File: config.mk
export PLATFORM = sky130hd
export DESIGN_NAME = ordered_slot_table_top
export DESIGN_NICKNAME = d
export VERILOG_FILES = /design/src/rtl/ost_pkg.sv /design/src/rtl/ordered_slot_table_top.sv /design/src/rtl/ost_dp.sv /design/src/rtl/ost_ctrl.sv
export SDC_FILE = /design/constraint.sdc
export NUM_CORES = 2
export LEC_CHECK = 0
export BUFFER_PORTS_ARGS = -buffer_cell sky130_fd_sc_hd__buf_2
export CAP_MARGIN = 0
export CORE_ASPECT_RATIO = 0.5
export CORE_MARGIN = 4
export CORE_UTILIZATION = 59
export CTS_BUF_LIST = sky130_fd_sc_hd__clkbuf_8
export CTS_CLUSTER_DIAMETER = 120
export DETAILED_ROUTE_END_ITERATION = 12
export PLACE_DENSITY = 0.75
export SETUP_SLACK_MARGIN = 0.4
export SLEW_MARGIN = 30
export SYNTH_ARGS = -nofsm -noshare
export SYNTH_HDL_FRONTEND = slang
export SYNTH_SLANG_ARGS = --single-unit
export TNS_END_PERCENT = 5
File: constraint.sdc
create_clock -name clk -period 9.3 [get_ports clk]
set_clock_uncertainty 0.2 [all_clocks]
set_input_delay 0.465 -clock clk [delete_from_list [all_inputs] [get_ports clk]]
set_output_delay 0.465 -clock clk [all_outputs]
set_load 0.01 [all_outputs]
File: src/rtl/ost_pkg.sv
`timescale 1ns / 1ps
// ----------------------------------------------------------------------------
// ost_pkg
// Types, codes and sizes shared by the ordered slot table modules.
// ----------------------------------------------------------------------------
package ost_pkg;

	localparam int CAPACITY     = 64;
	localparam int ELEMENT_BITS = 32;
	localparam int BYTES        = ELEMENT_BITS / 8;
	localparam int SLOT_W       = 6;
	localparam int CNT_W        = 7;
	localparam int IDX_W        = 8;
	localparam int NB_W         = 3;
	localparam int STEP_W       = 5;

	localparam logic [2:0] OP_PUSH         = 3'd0;
	localparam logic [2:0] OP_RESERVE      = 3'd1;
	localparam logic [2:0] OP_INSERT       = 3'd2;
	localparam logic [2:0] OP_REMOVE_AT    = 3'd3;
	localparam logic [2:0] OP_REMOVE_VALUE = 3'd4;
	localparam logic [2:0] OP_SWAP         = 3'd5;
	localparam logic [2:0] OP_GET          = 3'd6;
	localparam logic [2:0] OP_FIND         = 3'd7;

	localparam logic [1:0] ST_OK   = 2'd0;
	localparam logic [1:0] ST_FULL = 2'd1;
	localparam logic [1:0] ST_BAD  = 2'd2;

	// sequencer steps, shared by controller and datapath
	localparam logic [STEP_W-1:0] S_IDLE     = 5'd0;
	localparam logic [STEP_W-1:0] S_DECODE   = 5'd1;
	localparam logic [STEP_W-1:0] S_SCAN     = 5'd2;
	localparam logic [STEP_W-1:0] S_APPEND   = 5'd3;
	localparam logic [STEP_W-1:0] S_INS_RD   = 5'd4;
	localparam logic [STEP_W-1:0] S_INS_WR   = 5'd5;
	localparam logic [STEP_W-1:0] S_RM_RD    = 5'd6;
	localparam logic [STEP_W-1:0] S_RM_SLOT  = 5'd7;
	localparam logic [STEP_W-1:0] S_RM_RDI   = 5'd8;
	localparam logic [STEP_W-1:0] S_RM_WR    = 5'd9;
	localparam logic [STEP_W-1:0] S_GET_RD   = 5'd10;
	localparam logic [STEP_W-1:0] S_GET_ES   = 5'd11;
	localparam logic [STEP_W-1:0] S_GET_DATA = 5'd12;
	localparam logic [STEP_W-1:0] S_SW_A     = 5'd13;
	localparam logic [STEP_W-1:0] S_SW_B     = 5'd14;
	localparam logic [STEP_W-1:0] S_SW_WA    = 5'd15;
	localparam logic [STEP_W-1:0] S_SW_WB    = 5'd16;
	localparam logic [STEP_W-1:0] S_SR_OL    = 5'd17;
	localparam logic [STEP_W-1:0] S_SR_ES    = 5'd18;
	localparam logic [STEP_W-1:0] S_SR_CMP   = 5'd19;
	localparam logic [STEP_W-1:0] S_FIN      = 5'd20;

	typedef struct packed {
		logic [STEP_W-1:0] step;
		logic              take;
		logic              set_bad;
		logic              set_full;
		logic              out_load;
	} cmd_t;

	typedef struct packed {
		logic [2:0] op;
		logic       full;
		logic       holes_nz;
		logic       pos_bad;
		logic       swap_bad;
		logic       nb_bad;
		logic       slot_free;
		logic       ins_done;
		logic       loop_end;
		logic       match;
	} sts_t;

endpackage

File: src/rtl/ordered_slot_table_top.sv
`timescale 1ns / 1ps
// ----------------------------------------------------------------------------
// ordered_slot_table_top
// 64-entry element store with an ordered list of slot numbers.
// ----------------------------------------------------------------------------
// One word is handled at a time; the order list has one read port and one
// write port. The next word can be accepted in the cycle after the one that
// loads the result of the last word into the output register. Push and
// reserve first scan for a free slot when holes exist; insert does the same
// and then shifts the entries above its position up one by one. Remove at a
// position shifts the entries above it down one by one. Find examines one
// entry after another, each by an order list read, an element read and a
// compare. Remove by value is such a search followed by a remove. A word
// refused for a full table or a bad position goes straight to the final
// step. The final step waits while a stalled result word holds the output
// register. A new word may be accepted while the previous result still
// waits at the output.
module ordered_slot_table_top (
	input  logic                                clk,
	input  logic                                arst_n,
	input  logic                                in_valid,
	output logic                                in_stall,
	input  logic [2:0]                          opcode,
	input  logic signed [ost_pkg::IDX_W-1:0]    index_a,
	input  logic [ost_pkg::SLOT_W-1:0]          index_b,
	input  logic [ost_pkg::ELEMENT_BITS-1:0]    element_value,
	input  logic [ost_pkg::NB_W-1:0]            compare_bytes,
	output logic                                out_valid,
	input  logic                                out_stall,
	output logic [1:0]                          status,
	output logic [ost_pkg::SLOT_W-1:0]          position,
	output logic [ost_pkg::SLOT_W-1:0]          slot,
	output logic [ost_pkg::ELEMENT_BITS-1:0]    read_data,
	output logic [ost_pkg::CNT_W-1:0]           entry_count
);

	ost_pkg::cmd_t cmd;
	ost_pkg::sts_t sts;

	ost_ctrl u_ctrl (
		.clk       (clk),
		.arst_n    (arst_n),
		.in_valid  (in_valid),
		.in_stall  (in_stall),
		.out_valid (out_valid),
		.out_stall (out_stall),
		.sts       (sts),
		.cmd       (cmd)
	);

	ost_dp u_dp (
		.clk           (clk),
		.arst_n        (arst_n),
		.cmd           (cmd),
		.sts           (sts),
		.opcode        (opcode),
		.index_a       (index_a),
		.index_b       (index_b),
		.element_value (element_value),
		.compare_bytes (compare_bytes),
		.status        (status),
		.position      (position),
		.slot          (slot),
		.read_data     (read_data),
		.entry_count   (entry_count)
	);

endmodule

File: src/rtl/ost_dp.sv
`timescale 1ns / 1ps
// ----------------------------------------------------------------------------
// ost_dp
// Datapath: order list and element memories, counters, occupancy map,
// loop index and result registers. Acts on the step given by the controller.
// ----------------------------------------------------------------------------
module ost_dp (
	input  logic                                clk,
	input  logic                                arst_n,
	input  ost_pkg::cmd_t                       cmd,
	output ost_pkg::sts_t                       sts,
	input  logic [2:0]                          opcode,
	input  logic signed [ost_pkg::IDX_W-1:0]    index_a,
	input  logic [ost_pkg::SLOT_W-1:0]          index_b,
	input  logic [ost_pkg::ELEMENT_BITS-1:0]    element_value,
	input  logic [ost_pkg::NB_W-1:0]            compare_bytes,
	output logic [1:0]                          status,
	output logic [ost_pkg::SLOT_W-1:0]          position,
	output logic [ost_pkg::SLOT_W-1:0]          slot,
	output logic [ost_pkg::ELEMENT_BITS-1:0]    read_data,
	output logic [ost_pkg::CNT_W-1:0]           entry_count
);

	logic [2:0]                        op_q;
	logic [ost_pkg::IDX_W-1:0]         ia_q;
	logic [ost_pkg::SLOT_W-1:0]        ib_q;
	logic [ost_pkg::ELEMENT_BITS-1:0]  val_q;
	logic [ost_pkg::NB_W-1:0]          nb_q;

	logic [ost_pkg::CNT_W-1:0]         count_q;
	logic [ost_pkg::CNT_W-1:0]         holes_q;
	logic [ost_pkg::CAPACITY-1:0]      used_q;
	logic [ost_pkg::CNT_W-1:0]         i_q;
	logic [ost_pkg::SLOT_W-1:0]        s_q;
	logic [ost_pkg::SLOT_W-1:0]        p_q;
	logic [ost_pkg::SLOT_W-1:0]        t_q;

	logic [ost_pkg::SLOT_W-1:0]        ol_mem [ost_pkg::CAPACITY];
	logic [ost_pkg::ELEMENT_BITS-1:0]  es_mem [ost_pkg::CAPACITY];
	logic [ost_pkg::SLOT_W-1:0]        ol_rd_q;
	logic [ost_pkg::ELEMENT_BITS-1:0]  es_rd_q;

	logic [1:0]                        res_status_q;
	logic [ost_pkg::SLOT_W-1:0]        res_pos_q;
	logic [ost_pkg::SLOT_W-1:0]        res_slot_q;
	logic [ost_pkg::ELEMENT_BITS-1:0]  res_data_q;

	logic [1:0]                        out_status_q;
	logic [ost_pkg::SLOT_W-1:0]        out_pos_q;
	logic [ost_pkg::SLOT_W-1:0]        out_slot_q;
	logic [ost_pkg::ELEMENT_BITS-1:0]  out_data_q;
	logic [ost_pkg::CNT_W-1:0]         out_count_q;

	logic [ost_pkg::CNT_W-1:0]         i_m1;
	logic [ost_pkg::SLOT_W-1:0]        ol_raddr;
	logic [ost_pkg::SLOT_W-1:0]        ol_waddr;
	logic [ost_pkg::SLOT_W-1:0]        ol_wdata;
	logic                              ol_we;
	logic [ost_pkg::ELEMENT_BITS-1:0]  cmp_mask;
	logic [ost_pkg::SLOT_W-1:0]        ins_pos;
	logic                              ia_neg;

	assign i_m1   = i_q - 1'b1;
	assign ia_neg = ia_q[ost_pkg::IDX_W-1];

	// insert position clamped to 0..count
	always_comb begin
		if (ia_neg)
			ins_pos = '0;
		else if (ia_q > {1'b0, count_q})
			ins_pos = count_q[ost_pkg::SLOT_W-1:0];
		else
			ins_pos = ia_q[ost_pkg::SLOT_W-1:0];
	end

	always_comb begin
		cmp_mask = '1;
		if (op_q == ost_pkg::OP_FIND) begin
			for (int k = 0; k < ost_pkg::BYTES; k++)
				cmp_mask[k*8 +: 8] = {8{k < int'(nb_q)}};
		end
	end

	always_comb begin
		sts.op        = op_q;
		sts.full      = (count_q == ost_pkg::CNT_W'(ost_pkg::CAPACITY));
		sts.holes_nz  = (holes_q != '0);
		sts.pos_bad   = ia_neg || (ia_q >= {1'b0, count_q});
		sts.swap_bad  = ia_neg || (ia_q >= {1'b0, count_q}) || ({1'b0, ib_q} >= count_q);
		sts.nb_bad    = (nb_q > ost_pkg::NB_W'(ost_pkg::BYTES));
		sts.slot_free = !used_q[i_q[ost_pkg::SLOT_W-1:0]];
		sts.ins_done  = (i_q == {1'b0, p_q});
		sts.loop_end  = (i_q >= count_q);
		sts.match     = (((es_rd_q ^ val_q) & cmp_mask) == '0);
	end

	// order list port selection
	always_comb begin
		ol_raddr = i_q[ost_pkg::SLOT_W-1:0];
		ol_waddr = p_q;
		ol_wdata = s_q;
		ol_we    = 1'b0;
		case (cmd.step)
			ost_pkg::S_APPEND: begin
				ol_waddr = count_q[ost_pkg::SLOT_W-1:0];
				ol_we    = (op_q != ost_pkg::OP_INSERT);
			end
			ost_pkg::S_INS_RD: begin
				ol_raddr = i_m1[ost_pkg::SLOT_W-1:0];
				ol_we    = sts.ins_done;
			end
			ost_pkg::S_INS_WR: begin
				ol_waddr = i_q[ost_pkg::SLOT_W-1:0];
				ol_wdata = ol_rd_q;
				ol_we    = 1'b1;
			end
			ost_pkg::S_RM_RD, ost_pkg::S_GET_RD, ost_pkg::S_SW_A: ol_raddr = p_q;
			ost_pkg::S_RM_WR: begin
				ol_waddr = i_m1[ost_pkg::SLOT_W-1:0];
				ol_wdata = ol_rd_q;
				ol_we    = 1'b1;
			end
			ost_pkg::S_SW_B: ol_raddr = ib_q;
			ost_pkg::S_SW_WA: begin
				ol_wdata = ol_rd_q;
				ol_we    = 1'b1;
			end
			ost_pkg::S_SW_WB: begin
				ol_waddr = ib_q;
				ol_wdata = t_q;
				ol_we    = 1'b1;
			end
			default: ;
		endcase
	end

	always_ff @(posedge clk) begin
		if (ol_we)
			ol_mem[ol_waddr] <= ol_wdata;
		ol_rd_q <= ol_mem[ol_raddr];
	end

	always_ff @(posedge clk) begin
		if (cmd.step == ost_pkg::S_APPEND && op_q != ost_pkg::OP_RESERVE)
			es_mem[s_q] <= val_q;
		es_rd_q <= es_mem[ol_rd_q];
	end

	always_ff @(posedge clk or negedge arst_n) begin
		if (!arst_n) begin
			count_q <= '0;
			holes_q <= '0;
			used_q  <= '0;
		end else begin
			case (cmd.step)
				ost_pkg::S_APPEND: begin
					used_q[s_q] <= 1'b1;
					count_q     <= count_q + 1'b1;
					if (holes_q != '0)
						holes_q <= holes_q - 1'b1;
				end
				ost_pkg::S_RM_SLOT: used_q[ol_rd_q] <= 1'b0;
				ost_pkg::S_RM_RDI: begin
					if (sts.loop_end) begin
						count_q <= count_q - 1'b1;
						holes_q <= holes_q + 1'b1;
					end
				end
				default: ;
			endcase
		end
	end

	always_ff @(posedge clk) begin
		if (cmd.take) begin
			op_q         <= opcode;
			ia_q         <= index_a;
			ib_q         <= index_b;
			val_q        <= element_value;
			nb_q         <= compare_bytes;
			res_status_q <= ost_pkg::ST_OK;
			res_pos_q    <= '0;
			res_slot_q   <= '0;
			res_data_q   <= '0;
		end
		if (cmd.set_bad)
			res_status_q <= ost_pkg::ST_BAD;
		if (cmd.set_full)
			res_status_q <= ost_pkg::ST_FULL;
		case (cmd.step)
			ost_pkg::S_DECODE: begin
				i_q <= '0;
				s_q <= count_q[ost_pkg::SLOT_W-1:0];
				p_q <= ia_q[ost_pkg::SLOT_W-1:0];
			end
			ost_pkg::S_SCAN: begin
				if (sts.slot_free)
					s_q <= i_q[ost_pkg::SLOT_W-1:0];
				else
					i_q <= i_q + 1'b1;
			end
			ost_pkg::S_APPEND: begin
				res_slot_q <= s_q;
				if (op_q == ost_pkg::OP_INSERT) begin
					p_q       <= ins_pos;
					i_q       <= count_q;
					res_pos_q <= ins_pos;
				end else begin
					res_pos_q <= count_q[ost_pkg::SLOT_W-1:0];
				end
			end
			ost_pkg::S_INS_WR: i_q <= i_m1;
			ost_pkg::S_RM_SLOT: i_q <= {1'b0, p_q} + 1'b1;
			ost_pkg::S_RM_RDI: begin
				if (sts.loop_end)
					res_pos_q <= p_q;
			end
			ost_pkg::S_RM_WR: i_q <= i_q + 1'b1;
			ost_pkg::S_GET_ES: res_slot_q <= ol_rd_q;
			ost_pkg::S_GET_DATA: begin
				res_data_q <= es_rd_q;
				res_pos_q  <= p_q;
			end
			ost_pkg::S_SW_B: t_q <= ol_rd_q;
			ost_pkg::S_SR_CMP: begin
				if (sts.match) begin
					res_pos_q <= i_q[ost_pkg::SLOT_W-1:0];
					p_q       <= i_q[ost_pkg::SLOT_W-1:0];
				end else begin
					i_q <= i_q + 1'b1;
				end
			end
			default: ;
		endcase
		if (cmd.out_load) begin
			out_status_q <= res_status_q;
			out_pos_q    <= res_pos_q;
			out_slot_q   <= res_slot_q;
			out_data_q   <= res_data_q;
			out_count_q  <= count_q;
		end
	end

	assign status      = out_status_q;
	assign position    = out_pos_q;
	assign slot        = out_slot_q;
	assign read_data   = out_data_q;
	assign entry_count = out_count_q;

	a_count_cap: assert property (@(posedge clk) disable iff (!arst_n)
		count_q <= ost_pkg::CNT_W'(ost_pkg::CAPACITY))
		else $error("entry count above capacity");

	a_high_water: assert property (@(posedge clk) disable iff (!arst_n)
		({1'b0, count_q} + {1'b0, holes_q}) <= 8'(ost_pkg::CAPACITY))
		else $error("entries plus holes exceed capacity");

	a_slot_unused: assert property (@(posedge clk) disable iff (!arst_n)
		cmd.step == ost_pkg::S_APPEND |-> !used_q[s_q])
		else $error("new entry given a slot already in use");

endmodule

File: src/rtl/ost_ctrl.sv
`timescale 1ns / 1ps
// ----------------------------------------------------------------------------
// ost_ctrl
// Sequencer: decodes the opcode, steps the datapath through its walks and
// hands the result word to the output register.
// ----------------------------------------------------------------------------
module ost_ctrl (
	input  logic          clk,
	input  logic          arst_n,
	input  logic          in_valid,
	output logic          in_stall,
	output logic          out_valid,
	input  logic          out_stall,
	input  ost_pkg::sts_t sts,
	output ost_pkg::cmd_t cmd
);

	logic [ost_pkg::STEP_W-1:0] state_q;
	logic [ost_pkg::STEP_W-1:0] state_d;
	logic                       out_valid_q;

	always_comb begin
		state_d      = state_q;
		cmd.step     = state_q;
		cmd.take     = 1'b0;
		cmd.set_bad  = 1'b0;
		cmd.set_full = 1'b0;
		cmd.out_load = 1'b0;
		case (state_q)
			ost_pkg::S_IDLE: begin
				if (in_valid) begin
					cmd.take = 1'b1;
					state_d  = ost_pkg::S_DECODE;
				end
			end
			ost_pkg::S_DECODE: begin
				case (sts.op)
					ost_pkg::OP_PUSH, ost_pkg::OP_RESERVE, ost_pkg::OP_INSERT: begin
						if (sts.full) begin
							cmd.set_full = 1'b1;
							state_d      = ost_pkg::S_FIN;
						end else if (sts.holes_nz) begin
							state_d = ost_pkg::S_SCAN;
						end else begin
							state_d = ost_pkg::S_APPEND;
						end
					end
					ost_pkg::OP_REMOVE_AT, ost_pkg::OP_GET: begin
						if (sts.pos_bad) begin
							cmd.set_bad = 1'b1;
							state_d     = ost_pkg::S_FIN;
						end else if (sts.op == ost_pkg::OP_GET) begin
							state_d = ost_pkg::S_GET_RD;
						end else begin
							state_d = ost_pkg::S_RM_RD;
						end
					end
					ost_pkg::OP_SWAP: begin
						if (sts.swap_bad) begin
							cmd.set_bad = 1'b1;
							state_d     = ost_pkg::S_FIN;
						end else begin
							state_d = ost_pkg::S_SW_A;
						end
					end
					ost_pkg::OP_FIND: begin
						if (sts.nb_bad) begin
							cmd.set_bad = 1'b1;
							state_d     = ost_pkg::S_FIN;
						end else begin
							state_d = ost_pkg::S_SR_OL;
						end
					end
					default: state_d = ost_pkg::S_SR_OL;
				endcase
			end
			ost_pkg::S_SCAN: begin
				if (sts.slot_free)
					state_d = ost_pkg::S_APPEND;
			end
			ost_pkg::S_APPEND: begin
				state_d = (sts.op == ost_pkg::OP_INSERT) ? ost_pkg::S_INS_RD : ost_pkg::S_FIN;
			end
			ost_pkg::S_INS_RD: state_d = sts.ins_done ? ost_pkg::S_FIN : ost_pkg::S_INS_WR;
			ost_pkg::S_INS_WR: state_d = ost_pkg::S_INS_RD;
			ost_pkg::S_RM_RD:   state_d = ost_pkg::S_RM_SLOT;
			ost_pkg::S_RM_SLOT: state_d = ost_pkg::S_RM_RDI;
			ost_pkg::S_RM_RDI:  state_d = sts.loop_end ? ost_pkg::S_FIN : ost_pkg::S_RM_WR;
			ost_pkg::S_RM_WR:   state_d = ost_pkg::S_RM_RDI;
			ost_pkg::S_GET_RD:   state_d = ost_pkg::S_GET_ES;
			ost_pkg::S_GET_ES:   state_d = ost_pkg::S_GET_DATA;
			ost_pkg::S_GET_DATA: state_d = ost_pkg::S_FIN;
			ost_pkg::S_SW_A:  state_d = ost_pkg::S_SW_B;
			ost_pkg::S_SW_B:  state_d = ost_pkg::S_SW_WA;
			ost_pkg::S_SW_WA: state_d = ost_pkg::S_SW_WB;
			ost_pkg::S_SW_WB: state_d = ost_pkg::S_FIN;
			ost_pkg::S_SR_OL: begin
				if (sts.loop_end) begin
					cmd.set_bad = 1'b1;
					state_d     = ost_pkg::S_FIN;
				end else begin
					state_d = ost_pkg::S_SR_ES;
				end
			end
			ost_pkg::S_SR_ES: state_d = ost_pkg::S_SR_CMP;
			ost_pkg::S_SR_CMP: begin
				if (!sts.match)
					state_d = ost_pkg::S_SR_OL;
				else if (sts.op == ost_pkg::OP_FIND)
					state_d = ost_pkg::S_FIN;
				else
					state_d = ost_pkg::S_RM_RD;
			end
			ost_pkg::S_FIN: begin
				// wait for the output register to free up
				if (!out_valid_q || !out_stall) begin
					cmd.out_load = 1'b1;
					state_d      = ost_pkg::S_IDLE;
				end
			end
			default: state_d = ost_pkg::S_IDLE;
		endcase
	end

	always_ff @(posedge clk or negedge arst_n) begin
		if (!arst_n) begin
			state_q     <= ost_pkg::S_IDLE;
			out_valid_q <= 1'b0;
		end else begin
			state_q <= state_d;
			if (cmd.out_load)
				out_valid_q <= 1'b1;
			else if (!out_stall)
				out_valid_q <= 1'b0;
		end
	end

	assign in_stall  = (state_q != ost_pkg::S_IDLE);
	assign out_valid = out_valid_q;

	a_accept_decode: assert property (@(posedge clk) disable iff (!arst_n)
		(in_valid && !in_stall) |=> state_q == ost_pkg::S_DECODE)
		else $error("accepted word not decoded");

	a_valid_from_fin: assert property (@(posedge clk) disable iff (!arst_n)
		$rose(out_valid_q) |-> $past(state_q == ost_pkg::S_FIN))
		else $error("result word raised outside finish step");

	a_fin_holds: assert property (@(posedge clk) disable iff (!arst_n)
		(state_q == ost_pkg::S_FIN && out_valid_q && out_stall) |=>
		state_q == ost_pkg::S_FIN)
		else $error("result overwrote a stalled word");

endmodule

==> results.toml <==
[run_status]
outcome = "finished clean"

[clocking]
path_clk_slew_ns = 0.07
cts_tree = "yes"
root_buffer = "clkbuf_8"
clock_latency_ns = 0.98
cts_buffer_depth = 4
clkSinkCount = 2730
numCtsBuffers = 365
htreeDepth = 5

[detailed_routing]
wl_per_cell_um = 33.2
drt_wl_total_um = 301000
route.met2.wl_um = 133000
ant_nets = 0
drtIter0Drc = 11400
avgViaCountPerCell = 7.01
remaining_drc_errors = 0
vias = 63600
met3_length_um = 47900
first_pass_iters = 9
top_layer = "met5"
wl_met1_um = 103000

[synthesis]
yosysTopAreaCell = "edfxtp_1"
synth_edf_count = 2600
ys_ff_latch = 2730
yosys_warnings = 0
synthFlopType = "edfxtp_1"
yosys.area.top_type_share_pct = 76.1
netlist_area_sq_um = 103000
synth_common_cells = "edfxtp_1 (2,600), a22oi_1 (728), nand2_1 (356)"
synthDistinctLibCells = 78
synth_area_leaders = "edfxtp_1 (76%), a22oi_1 (5.3%), dfrtp_1 (2.0%)"
ys_seq_area_share_pct = 79.0
synth.most_common_cell = "edfxtp_1"
synthArstFlopShare_pct = 3.08
avgSynthCellArea_sq_um = 16.7
syn_nets = 6237
synth_cells = 6147

[worst_setup_path]
path_max_fanout = 27
crit_type = "register to register"
worstSetupStartpointType = "register"
rr_endpoint = "u_dp.es_mem[13][19]"
end_kind = "register"
r2r_setup_slack_ns = 4.41
required_ns = 9.73
r2r-start = "u_ctrl.state_q[0]"
worstPathArrival_ns = 5.33
ff2ff_path_depth = 8

[placement]
io_buffers = 110
dp_hpwl_um = 177000
place_ws_ns = 4.35
gp_congestion = 0.985

[timing]
max_freq_mhz = 204
period_share_pct = 52.6
drv_slew = 0
fin_ws_ns = 4.41
hold_viol = 0
tightestPinTransition_ns = 1.17
slew_headroom_pct = 21.5
setup_viol = 0
timing.hold.ws_ns = 0.0355
setup_tns_ns = 0
rsz0062_at_grt = "false"
period_minus_slack_ns = 4.89

[die]
core_area_sq_um = 171000
die_y_um = 303
pin_count = 111
initial_core_util_pct = 59.8
dieArea_sq_um = 181000
fp.dieW_um = 598
std_cell_rows = 107

[power_and_ir_drop]
peakVddDrop_v = 0.000429
power_mw = 35.0
power.leakage_nw = 37.1
pwr_density_cell_nw_per_um2 = 302

[worst_hold_path]
min_from = "element_value[19]"
min_path_type = "input pin to register"
worstHoldEndpoint = "u_dp.val_q[19]"
whs_path_depth = 2

[finish]
num-nets-final = 6604
fillers = 10500
area_growth_pct = 12.7
final_util_pct = 67.4
final_layout_size_suffix_gt1_share_pct = 13.7

[global_route]
grt.total_usage_pct = 32.7
antenna_found_initial = 14
gr-total-overflow = 0
grt_pass1_wl_um = 427000
grt_pass1_vias = 61400
grt_max_degree = 189

[flow_run]
drv_cap = 0
-- through the flow --
stage	cells	instance area [sq um]
global placement	8287	106000
detailed placement	8360	108000
global route	9070	116000
finish	9073	116000
floorplan	6147	103000
CTS	9068	116000
-- routing by layer --
metal / vias up / GRT usage, %
li1: 25900 / -
met1: 31400 / 42.8
met2: 5439 / 48.4
met3: 866 / 12.5
met4: 12 / 16.2
met5: - / 0.392
-- worst max-delay path by stage --
stage / start / cells past startpoint / end
final: u_ctrl.state_q[0] / 8 / u_dp.es_mem[13][19]
after global routing: u_ctrl.state_q[2] / 7 / u_dp.ol_mem[16][1]
after CTS: u_ctrl.state_q[2] / 8 / u_dp.es_mem[35][19]
after detailed placement: u_ctrl.state_q[2] / 8 / u_dp.es_mem[35][14]
after global placement: u_ctrl.state_q[0] / 7 / u_dp.es_mem[53][28]
after floorplan: u_ctrl.state_q[4] / 5 / u_dp.entry_count[0]
-- sequential cells by signal, summed over array words and instances, names as in the netlist, 5 cells and up --
name	cells
u_dp.es_mem	2048
u_dp.ia_q	8
u_ctrl.state_q	5
u_dp.count_q	7
u_dp.s_q	6
u_dp.res_data_q	32
u_dp.ol_rd_q	6
u_dp.ib_q	6
u_dp.p_q	6
u_dp.val_q	32
u_dp.res_pos_q	6
u_dp.position	6
u_dp.i_q	7
u_dp.ol_mem	384
u_dp.read_data	32
u_dp.entry_count	7
u_dp.t_q	6
u_dp.used_q	64
u_dp.res_slot_q	6
u_dp.holes_q	7
u_dp.es_rd_q	32
u_dp.slot	6
-- repair_timing --
item / in CTS / in global routing
setup buffers: 0 / 0
hold endpoints to repair: 138 / 0
hold buffers: 75 / 0
gates resized for setup: 0 / 0
-- worst max-delay path, stage by stage (launching register included) --
cell	delay [ns]
dfrtp_1	0.89
nand2_1	0.31
nor3_2	0.22
buf_4	0.28
nand2_1	0.22
nor2_1	0.72
nand2_2	0.69
nor2_4	0.66
buf_4	0.40
-- cells by family after synthesis --
group,Yosys count,share of synthesized area [%]
fa+ha+maj,34,0.429
mux,63,0.882
flops,2730,79.0
buf+inv,431,1.68
compound gates,1804,12.7
xor+xnor,64,0.546
simple gates,1021,4.77
-- placed cells by master (no fill, tap or decap), types with 51 or more instances in the layout --
cell,count
buf_2,110
a22o_1,168
a211oi_1,51
buf_16,67
a221oi_1,166
dfrtp_1,84
clkbuf_8,388
a31oi_1,168
nor2_1,122
o21ai_0,68
a22oi_1,728
buf_4,123
nand3_1,119
clkinv_1,66
dlygate4sd3_1,74
nand2_1,347
inv_1,154
a21oi_1,292
edfxtp_1,2600
nor2_4,67
nand4_1,138
-- report_power, final --
| group | internal (mW) | leakage (nW) | switching, mW |
|---|---|---|---|
| registers | 14.6 | 25.0 | 0.472 |
| logic | 3.09 | 8.30 | 8.30 |
| clock network | 4.03 | 3.83 | 4.42 |
-- area by class of cell --
cell class	instances	area, sq um	area share (%)
Antenna cell	4	10.0	0.00865
Clock buffer	388	5340	4.62
Clock inverter	245	1240	1.08
Inverter	35	131	0.114
Multi-Input combinational cell	2986	20500	17.7
Sequential cell	2730	81100	70.1
Tap cell	2289	2860	2.48
Timing Repair Buffer	396	4450	3.84
(Power assumes the default switching activity.)
